--- src/rarst_pkg.sv ---
// Shared types and constants for the range add / range sum tree.
// No dependencies.
package rarst_pkg;

   localparam int IDX_W       = 10;
   localparam int DATA_W      = 64;
   localparam int NODE_W      = 2 * DATA_W;   // {sum, tag}
   localparam int SLOT_W      = 2;
   localparam int REQ_TDATA_W = 88;
   localparam int RSP_TDATA_W = 64;

   localparam logic CMD_ADD = 1'b0;
   localparam logic CMD_SUM = 1'b1;

   typedef enum logic [2:0] {
      ST_CLEAR,
      ST_IDLE,
      ST_SCAN,
      ST_READ,
      ST_MUL,
      ST_ACC,
      ST_DONE
   } state_type;

   typedef struct packed {
      logic clear_wr;
      logic accept;
      logic step;
      logic mem_rd;
      logic mul;
      logic acc;
      logic load_rsp;
   } ctl_cmd_type;

   typedef struct packed {
      logic clear_done;
      logic nonempty;
      logic visit;
      logic last_step;
      logic rsp_free;
   } dp_status_type;

endpackage

--- src/rarst_ctrl.sv ---
// Sequencer for the tree walk: clear pass, accept, node visits, result load.
// Depends on rarst_pkg.
module rarst_ctrl (
   input  logic                    clock,
   input  logic                    reset,
   input  logic                    req_tvalid,
   output logic                    req_tready,
   input  rarst_pkg::dp_status_type status,
   output rarst_pkg::ctl_cmd_type   cmd
);
   import rarst_pkg::*;

   state_type state_ff, state_in;

   // state register
   always_ff @(posedge clock) begin
      if (reset) begin
         state_ff <= ST_CLEAR;
      end else begin
         state_ff <= state_in;
      end
   end

   // next state and commands
   always_comb begin
      state_in   = state_ff;
      cmd        = '0;
      req_tready = 1'b0;
      case (state_ff)
         ST_CLEAR: begin
            cmd.clear_wr = 1'b1;
            if (status.clear_done) state_in = ST_IDLE;
         end
         ST_IDLE: begin
            req_tready = 1'b1;
            if (req_tvalid) begin
               cmd.accept = 1'b1;
               state_in   = status.nonempty ? ST_SCAN : ST_DONE;
            end
         end
         ST_SCAN: begin
            if (status.visit) begin
               state_in = ST_READ;
            end else begin
               cmd.step = 1'b1;
               if (status.last_step) state_in = ST_DONE;
            end
         end
         ST_READ: begin
            cmd.mem_rd = 1'b1;
            state_in   = ST_MUL;
         end
         ST_MUL: begin
            cmd.mul  = 1'b1;
            state_in = ST_ACC;
         end
         ST_ACC: begin
            cmd.acc  = 1'b1;
            cmd.step = 1'b1;
            state_in = status.last_step ? ST_DONE : ST_SCAN;
         end
         ST_DONE: begin
            if (status.rsp_free) begin
               cmd.load_rsp = 1'b1;
               state_in     = ST_IDLE;
            end
         end
         default: state_in = ST_CLEAR;
      endcase
   end

endmodule

--- config.mk ---
export PLATFORM = sky130hd
export DESIGN_NAME = rarst_ctrl
export DESIGN_NICKNAME = d
export VERILOG_FILES = /design/src/rarst_pkg.sv /design/src/rarst_ctrl.sv
export SDC_FILE = /design/constraint.sdc
export NUM_CORES = 1
export LEC_CHECK = 0
export BUFFER_PORTS_ARGS = -buffer_cell sky130_fd_sc_hd__buf_4
export CORE_AREA = 2 2 39 41
export DETAILED_ROUTE_END_ITERATION = 10
export DIE_AREA = 0 0 41 43
export HOLD_SLACK_MARGIN = 0.03
export SYNTH_ARGS = -nofsm -noshare
export SYNTH_HDL_FRONTEND = slang
export SYNTH_SLANG_ARGS = --single-unit
--- constraint.sdc ---
create_clock -name clock -period 1.6 [get_ports clock]
set_input_delay 0.16 -clock clock [delete_from_list [all_inputs] [get_ports clock]]
set_output_delay 0.16 -clock clock [all_outputs]
set_load 0.01 [all_outputs]
After elaboration in Yosys (flattened, before gate mapping). Cells that the tools add are included.

Register bits after elaboration: 3. Input port bits: 8. Output and inout port bits: 8. Word-level logic and storage cells: 32.

Eq/ne operators: 10. Mux-type cells: 19. Reductions and logical operators: 2.

Operators with widths (count): 3-bit 2-to-1 mux (7); 3-bit case mux with 7 select lines (1); 1-bit 2-to-1 mux (10); 3-bit == test (second input constant) (3); 3-bit by 2-bit == test with 1-bit output (second input constant) (2); 2-bit != test (second input constant) (3); 4-bit AND reduction (1); 3-bit by 1-bit == test with 1-bit output (second input constant) (1); 3-bit logical NOT (1); 3-bit != test (second input constant) (1); 1-bit case mux with 2 select lines (1).

Logic depth before layout (Yosys ltp). Gate-level depths: netlist of run 1.

Depth after elaboration: 3. Gate-level depth with buffers: 5. Depth with buffers taken out: 4.

Least setup slack after synthesis of run 1. Ideal clock, no wire load.

Path type: reg2out. From: register state_ff[1]. To: output cmd[5] (netlist bit). Arrival: 0.952 ns. Required time: 1.440 ns. Path slack: 0.488 ns. Stages on the path, launching flop included: 5. Path buffers: 1. Cell sequence: dfxtp_1 -> buf_6 -> nand2b_1 -> nor2_1 -> and2_1.

RTL lines: from (decl) (line rarst_ctrl.sv:13) `state_type state_ff, state_in;`; from (signal assigned) (line rarst_ctrl.sv:20) `state_ff <= state_in;`; to (decl) (line rarst_ctrl.sv:9) `output rarst_pkg::ctl_cmd_type cmd`.

==> results of run 1 <==
routing by layer:
| metal | global-route usage (%) | part of all wire, % |
|---|---|---|
| met4 | 8.000 | 0 |
| met3 | 0 | 7.7 |
| met5 | 0 | 0 |
| met1 | 11.11 | 42 |
| met2 | 15.63 | 51 |
repair_timing:
action,CTS,global route
setup buffers,0,0
resized for setup,0,1
endpoints found under the setup margin,0,1
final cells by class:
cell class	instances	share of cell area [%]
clock buffers	4	6.287
flip-flops and latches	3	14.67
multi-input cells	29	41.62
well taps	16	4.790
inverters	3	3.892
repair buffers	16	28.74
synth_stat cells:
master and number:
sky130_fd_sc_hd__a21oi_1 1, sky130_fd_sc_hd__a22o_1 2, sky130_fd_sc_hd__a31o_2 1, sky130_fd_sc_hd__and2_1 2, sky130_fd_sc_hd__and3_1 2, sky130_fd_sc_hd__buf_2 1, sky130_fd_sc_hd__buf_6 2, sky130_fd_sc_hd__dfxtp_1 3
sky130_fd_sc_hd__inv_1 1, sky130_fd_sc_hd__inv_4 2, sky130_fd_sc_hd__nand2_1 2, sky130_fd_sc_hd__nand2b_1 2, sky130_fd_sc_hd__nand3_1 1, sky130_fd_sc_hd__nor2_1 6, sky130_fd_sc_hd__nor3_1 4, sky130_fd_sc_hd__nor4_1 1
sky130_fd_sc_hd__nor4b_2 1, sky130_fd_sc_hd__o21ai_0 1, sky130_fd_sc_hd__o22ai_1 1, sky130_fd_sc_hd__o32ai_1 2
metrics by stage:
step                instances  power, mW  hold slack [ps]  instance area (um2)
floorplan                  38     0.1924            229.1                277.8
global placement           67     0.2445            342.9                390.4
detailed placement         67     0.2432            344.9                390.4
CTS                        71     0.3898            82.68                416.7
global route               71     0.4121            88.25                417.9
finish                     71     0.3832            82.87                417.9
where the power goes:
group / leakage, nW / switching [mW] / internal (mW)
Sequential: 0.0251 / 0.0212 / 0.0848
Combinational: 0.151 / 0.0654 / 0.0715
Clock: 0.0150 / 0.0464 / 0.0940
Total: 0.191 / 0.133 / 0.250
cell families (layout without fill, tap and decap cells):
family | count (synthesis) | after routing | share of synthesized area, %
buffers and inverters | 6 | 23 | 15.76
AO/OA/AOI/OAI | 8 | 8 | 21.62
AND/OR/NAND/NOR | 21 | 21 | 40.99
flip-flops | 3 | 3 | 21.62
worst paths after layout:
path,from,endpoint,cells past startpoint
worst min register to register,state_ff[1],state_ff[1],2
worst min-delay path,reset,state_ff[1],2
worst max-delay path,state_ff[2],cmd[4],3
worst max register to register,state_ff[2],state_ff[2],3
==> results summary, run 1 <==
The hold violation total from the final report is 0. The run finished with clean final reports. The number of synthesized register bits is 3. The critical path goes through nor2_1 -> a31o_2 -> buf_4.

The final core area utilization is 30.20%. The total buffers and inverters traversed by the critical path came out at 1. In this run the vertical extent of the chip is 43 um.

The maximum root-to-sink buffer count came out at 2. The post-route minimum period is 1460 ps. Counting flops per register, the top entry is state_ff. The Yosys warning count came out at 0. The mapped netlist covers 277.8 um2. The kind of critical path is flop to output pin. The global router's overall resource usage is 9.700%. The share of layout cells above drive strength 1 came out at 43.64%. The setup slack at placement came out at 288.9 ps. VDD sags by at most 0.1710 mV. The number of design-rule violations left by the first detailed-router iteration is 9. The share of the clock period used by the worst path after layout is 91.23%. The mean instance size in the synthesized netlist came out at 7.310 um2. Leaving out fill and tap cells, the most frequent cells in the layout are 16 x sky130_fd_sc_hd__buf_4, 6 x sky130_fd_sc_hd__nor2_1, 4 x sky130_fd_sc_hd__nor3_1, 3 x sky130_fd_sc_hd__clkbuf_4. The maximum fanout along the worst path came out at 13.

Synthesis produced a netlist with a net count of 46. The initial standard-cell utilization of the core is 20.07%. The number of antenna violations at the first check in global routing came out at 0. In this run the power density over the cells is 917.0 nW/um2.

The flip-flop count of the largest register after layout came out at 3. Measured against its own limit, the worst slew margin works out to 74.63%. The I/O pin total is 16.

The share of synthesized area occupied by flip-flops and latches came out at 21.62%. The top cell type by area accounts for 21.62% of the synthesized area. The pin slew with the least headroom to its limit is 380.0 ps.

In this design, the largest share of critical-path delay is due to flip-flops. The latest clock arrival within the worst-skew pair is 240 ps. The routed wire length is 782 um. Dividing the detail-routed wire length by the instance count gives 11.01 um. The most area-hungry cell type in the Yosys netlist is sky130_fd_sc_hd__dfxtp_1. The number of failing setup endpoints in the final timing report is 0.

The total half-perimeter wirelength after legalization and detailed placement is 590.6 um. The routed layout has 327 vias. STA classifies the critical path startpoint as a flop.

The max-cap violation count came out at 0. The number of slew-limit violations in the final report came to 0. For this design, the CTS-stage hold fixing added 0 buffers.

TritonCTS built the clock tree. The die covers 1763 um2. After synthesis, the cell types taking the most area are sky130_fd_sc_hd__dfxtp_1 22%, sky130_fd_sc_hd__buf_6 8.1%, sky130_fd_sc_hd__nor2_1 8.1%, sky130_fd_sc_hd__nor3_1 7.2%, sky130_fd_sc_hd__a22o_1 6.3%. The tree is rooted in a sky130_fd_sc_hd__clkbuf_4. For the final routed database, the setup TNS stands at 0 ps. The area of the core came out at 1384 um2.

The area growth from synthesis to layout is 50.45%. In this run the worst hold path is classified as primary input to flop. The worst setup margin came out at 140.4 ps. The clock-pin slew of the registers on the worst-case setup and hold paths is 40 ps. The worst register-to-register path has a setup slack of 370 ps. The number of H-tree levels is 1. The number of buffers inserted during clock tree synthesis is 3. The leakage power came out at 0.1907 nW.

The number of sinks handled by clock tree synthesis came out at 3. The via-per-instance ratio came out at 4.606. The number of placement rows came out at 14. The area used by sequential logic in the layout came out at 61.31 um2.

The multi-input gate area in the final layout came out at 173.9 um2. The library cell used most frequently in the layout, excluding fill and tap cells, is sky130_fd_sc_hd__buf_4. The data arrival time at the worst-slack endpoint is 1300 ps. For this run, the top clock speed supported by timing is 685.1 MHz. The detailed-routing iteration count for the pre-antenna-repair pass came out at 4.

0 antenna diodes ended up in the layout. Setup repair after global routing left no endpoint under its margin. The number of global-route vias before repair came to 281. The first global-routing pass estimated 1145 um of wire. The largest net degree at the start of global routing is 14. The element type at the critical path end is an output pin. The count of mapped cells out of synthesis is 38. The count of nets left with antenna violations once routing finished came out at 0.

The die width is 41 um. The count of input and output buffers is 15. After filler insertion, the fill cell instance count of the layout stands at 160. The setup skew after layout came out at 8.203 ps. The residual DRC count is 0.

The number of nets in the layout is 64. For this run, the slowest stage of the critical path takes 540 ps. The leftover overflow at the end of global routing came out at 0.

At the worst endpoint, the required time is 1440 ps. Routability-driven placement finished with a final weighted congestion of 0.7032. In the final layout, the registers with the most flip-flops are state_ff: 3 flops.

The count of unique library cells instantiated by Yosys is 20. Among all stages on the critical path, the largest delay is contributed by sky130_fd_sc_hd__dfxtp_1.
Power figures use the tool's default switching activity.
==> run 2, diff against run 1 <==
--- a/config.mk
+++ b/config.mk
@@ -5,6 +5,7 @@
 export SDC_FILE = /design/constraint.sdc
 export NUM_CORES = 1
 export LEC_CHECK = 0
+export ABC_AREA = 1
 export BUFFER_PORTS_ARGS = -buffer_cell sky130_fd_sc_hd__buf_4
 export CORE_AREA = 2 2 39 41
 export DETAILED_ROUTE_END_ITERATION = 10
==> run 2 against run 1 <==
  * Clock skew shrank 2.7 ps
  * Hold slack worse by 5.2 ps
  * Sequential share of layout area is 3.4 points lower
  * Setup slack improved by 28 ps
  * Clock power about the same
  * Sequential power rose by 97%
  * Register-to-register slack worse by 70 ps
  * First-iteration DRC count down 78%
  * Final cell count grew 27%
==> results summary, run 2 <==
The flow ran to the end, and the final reports show no timing, DRC or antenna violations. The initial standard-cell utilization of the core was 28.93% (+8.9 points). The share of synthesized area occupied by flip-flops and latches came out at 15.00% (-6.6 points). The number of enable flip-flop cells after synthesis is 0 (unchanged). The clock tree from TritonCTS is done. The total half-perimeter wirelength after legalization and detailed placement is 678.6 um (+15%). The critical path in this run is classified as flop to output pin. The leakage power is 0.3097 nW (+62%). The largest net degree at the start of global routing is 9 (-5).

The vertical die dimension is 43 um (unchanged). The data arrival time at the worst-slack endpoint is 1270 ps (-30 ps). The leftover overflow at the end of global routing is 0 (unchanged). The via count was 396 (+21%). The number of antenna violations at the first check in global routing was 0 (unchanged). The number of failing setup endpoints in the final timing report came out at 0 (unchanged). The number of cells on the worst reg-to-reg path came out at 8 (+5).

The area of the core came out at 1384 um2 (unchanged). The total of hold buffers inserted after clock tree synthesis came out at 0 (unchanged). The routed wire length is 813 um (+4.0%). The setup slack on the worst flop-to-flop path is 300 ps (-70 ps). The number of placement rows was 14 (unchanged).

The die width came out at 41 um (unchanged). Yosys attributes the largest share of cell area to sky130_fd_sc_hd__dfxtp_1 15%, sky130_fd_sc_hd__nand3_2 10%, sky130_fd_sc_hd__buf_6 8.4%, sky130_fd_sc_hd__nor2_4 8.4%, sky130_fd_sc_hd__inv_1 7.5%. The count of input and output buffers is 15 (unchanged). For this run, the leading register cell type out of synthesis is sky130_fd_sc_hd__dfxtp_1.

The remaining max-slew budget at the tightest pin was 71.44% (-3.2 points). The maximum fanout along the worst path came out at 6 (-7). The post-route minimum period is 1431 ps (-28.29 ps). The residual DRC count came out at 0 (unchanged). The post-synth net total came out at 65 (+41%). The Yosys warning count came out at 0 (unchanged). The I/O pin total is 16 (unchanged). The worst hold-check path type is primary input to flop. The count of unique library cells instantiated by Yosys is 23 (+15%). The number of nets in the layout came to 83 (+30%).

The number of cells upsized or downsized after cts came out at 0 (unchanged). By count the netlist is led by 8 x sky130_fd_sc_hd__inv_1, 8 x sky130_fd_sc_hd__nor2_1, 7 x sky130_fd_sc_hd__nand2_1. The worst register-to-register path begins at state_ff[1]. The data required time at the worst endpoint is 1440 ps (about the same). The clock root buffer is sky130_fd_sc_hd__clkbuf_4. The global router's overall resource usage is 10.92% (+1.2 points). The detailed-routing iteration count for the pre-antenna-repair pass came out at 4 (unchanged). The average wire length per cell after detail routing came to 9.033 um (-18%). The setup skew after layout came out at 5.551 ps (-2.652 ps).

sky130_fd_sc_hd__dfxtp_1 takes more of the synthesized area than any other cell. Counting flops per register, the top entry is state_ff. The count of mapped cells out of synthesis is 57 (+50%). The cell area after technology mapping came out at 400.4 um2 (+44%). Leaving out fill and tap cells, the most frequent cell in the layout is sky130_fd_sc_hd__buf_4. The largest registers in the layout are state_ff: 3 flops.

The number of buffers added for setup after CTS came out at 0 (unchanged). The critical path launch point type is a flop. The latest clock arrival within the worst-skew pair is 240 ps (about the same). The power density over the cells came out at 1879 nW/um2 (+100%). STA classifies the critical path endpoint as an output pin. The share of the clock period used by the worst path after layout was 89.46% (-1.8 points). In this run the most critical hold path is launched from reset.

In the layout the commonest cells are 16 x sky130_fd_sc_hd__buf_4, 8 x sky130_fd_sc_hd__inv_1, 8 x sky130_fd_sc_hd__nor2_1, 7 x sky130_fd_sc_hd__nand2_1, 4 x sky130_fd_sc_hd__nand3_2. The fraction of registers with async set/reset was 0% (unchanged). The number of synthesized register bits came out at 3 (unchanged). The overall die area came to 1763 um2 (unchanged). The number of buffers inserted during clock tree synthesis came out at 3 (unchanged). The first-pass GRT wire length is 1304 um (+14%).

The number of slew-limit violations in the final report is 0 (unchanged). The flip-flop count of the largest register after layout is 3 (unchanged). The count of antenna-violating nets left after detailed routing is 0 (unchanged). The number of design-rule violations left by the first detailed-router iteration is 2 (-7).

The maximum root-to-sink buffer count is 2 (unchanged). The mean instance size in the synthesized netlist came out at 7.024 um2 (-3.9%). The share of layout cells above drive strength 1 is 51.35% (+7.7 points). The last weighted congestion value of the routability-driven placer is 0.8309 (+18%). The setup slack at placement came out at 302.4 ps (+13.51 ps). The worst setup margin came to 168.7 ps (+28.29 ps).

The clock-pin slew of the registers on the worst-case setup and hold paths came out at 40 ps (about the same). The via-per-instance ratio came out at 4.400 (-4.5%). The top-area cell type share of the netlist area was 15.00% (-6.6 points). The number of global-route vias before repair is 334 (+19%). The cell depth of the worst min-delay path came out at 2 (unchanged).

The number of sinks handled by clock tree synthesis is 3 (unchanged). The number of antenna cells inserted came out at 0 (unchanged). Setup repair after global routing left no endpoint under its margin. The number of H-tree levels is 1 (unchanged). The final-layout setup total negative slack came to 0 ps (unchanged). The maximum achievable frequency is 698.7 MHz (+2.0%). The worst hold path terminates at state_ff[2]. The relative area change from synthesis to final layout came out at 33.12%. The max-cap violation count came out at 0 (unchanged). The peak supply drop came out at 0.6283 mV (+270%). The worst reg2reg path endpoint is state_ff[1]. The hold violation total from the final report came to 0 (unchanged).

The pin slew with the least headroom to its limit was 427.8 ps (+47.82 ps).
[run 2: cell types whose count changed in the layout (fill, tap and decap cells not counted), sizes merged, moves of 2 or more]
cell | before | now
a22o | 2 | 0
nor2 | 6 | 12
nor3 | 4 | 2
nand2 | 2 | 10
nand3 | 1 | 6
nand4 | 0 | 2
inv | 3 | 12
and2 | 2 | 0
o32ai | 2 | 0
nand2b | 2 | 0
[run 2: routing by layer]
metal  share of wire (%)  vias to the layer above  track usage [%]
li1                    -                      214                -
met1                  40                      167            13.10
met2                  49                       13            17.19
met3                 7.1                        2           0.5236
met4                 3.1                        0            8.000
met5                   0                        -                0
[run 2: worst max-delay path, cell delays in order, from the launching register on]
cell	delay, ps
sky130_fd_sc_hd__dfxtp_1	460
sky130_fd_sc_hd__buf_4	220
sky130_fd_sc_hd__nand2_1	60
sky130_fd_sc_hd__nor3_1	140
sky130_fd_sc_hd__buf_4	150
[run 2: worst max path at each step]
stage	from	to	slack (ps)	cells after the start
finish	state_ff[1]	cmd[0]	170	4
global route	state_ff[1]	cmd[0]	90	4
CTS	state_ff[1]	cmd[0]	160	4
detailed placement	state_ff[1]	state_ff[1]	300	8
global placement	state_ff[1]	state_ff[0]	300	5
floorplan	state_ff[0]	state_ff[0]	570	6
[run 2: report_power, final]
group | switching (mW) | total (mW) | internal [mW]
logic | 0.360 | 0.656 | 0.296
registers | 0.0986 | 0.209 | 0.110
clock network | 0.0432 | 0.137 | 0.0937
total | 0.502 | 1.00 | 0.499
[run 2: cell families (layout without fill, tap and decap cells)]
| kind of cell | after synthesis | in the layout | synth area share [%] |
|---|---|---|---|
| buffers and inverters | 16 | 33 | 23.12 |
| AOI/OAI and AO/OA | 4 | 4 | 6.561 |
| and+or+nand+nor | 34 | 34 | 55.32 |
| DFF | 3 | 3 | 15.00 |
[run 2: area by class of cell]
type	count	area, um2
timing repair buffer	16	120.1
fill	150	850.8
multi-input combinational	38	247.7
clock buffer	4	26.28
sequential	3	60.06
inverter	13	58.81
tap	16	20.02
[run 2: through the flow]
| stage | utilization, % | total power [mW] | cells | hold WS (ps) | area [um2] |
|---|---|---|---|---|---|
| CTS | 38.52 | 1.019 | 90 | 69.68 | 533.0 |
| global route | 38.52 | 1.100 | 90 | 77.55 | 533.0 |
| detailed placement | 36.62 | 0.8724 | 86 | 327.5 | 506.7 |
| global placement | 36.62 | 0.8704 | 86 | 328.2 | 506.7 |
| floorplan | - | 0.7381 | 57 | 222.4 | 400.4 |
| finish | 38.52 | 1.001 | 90 | 77.64 | 533.0 |
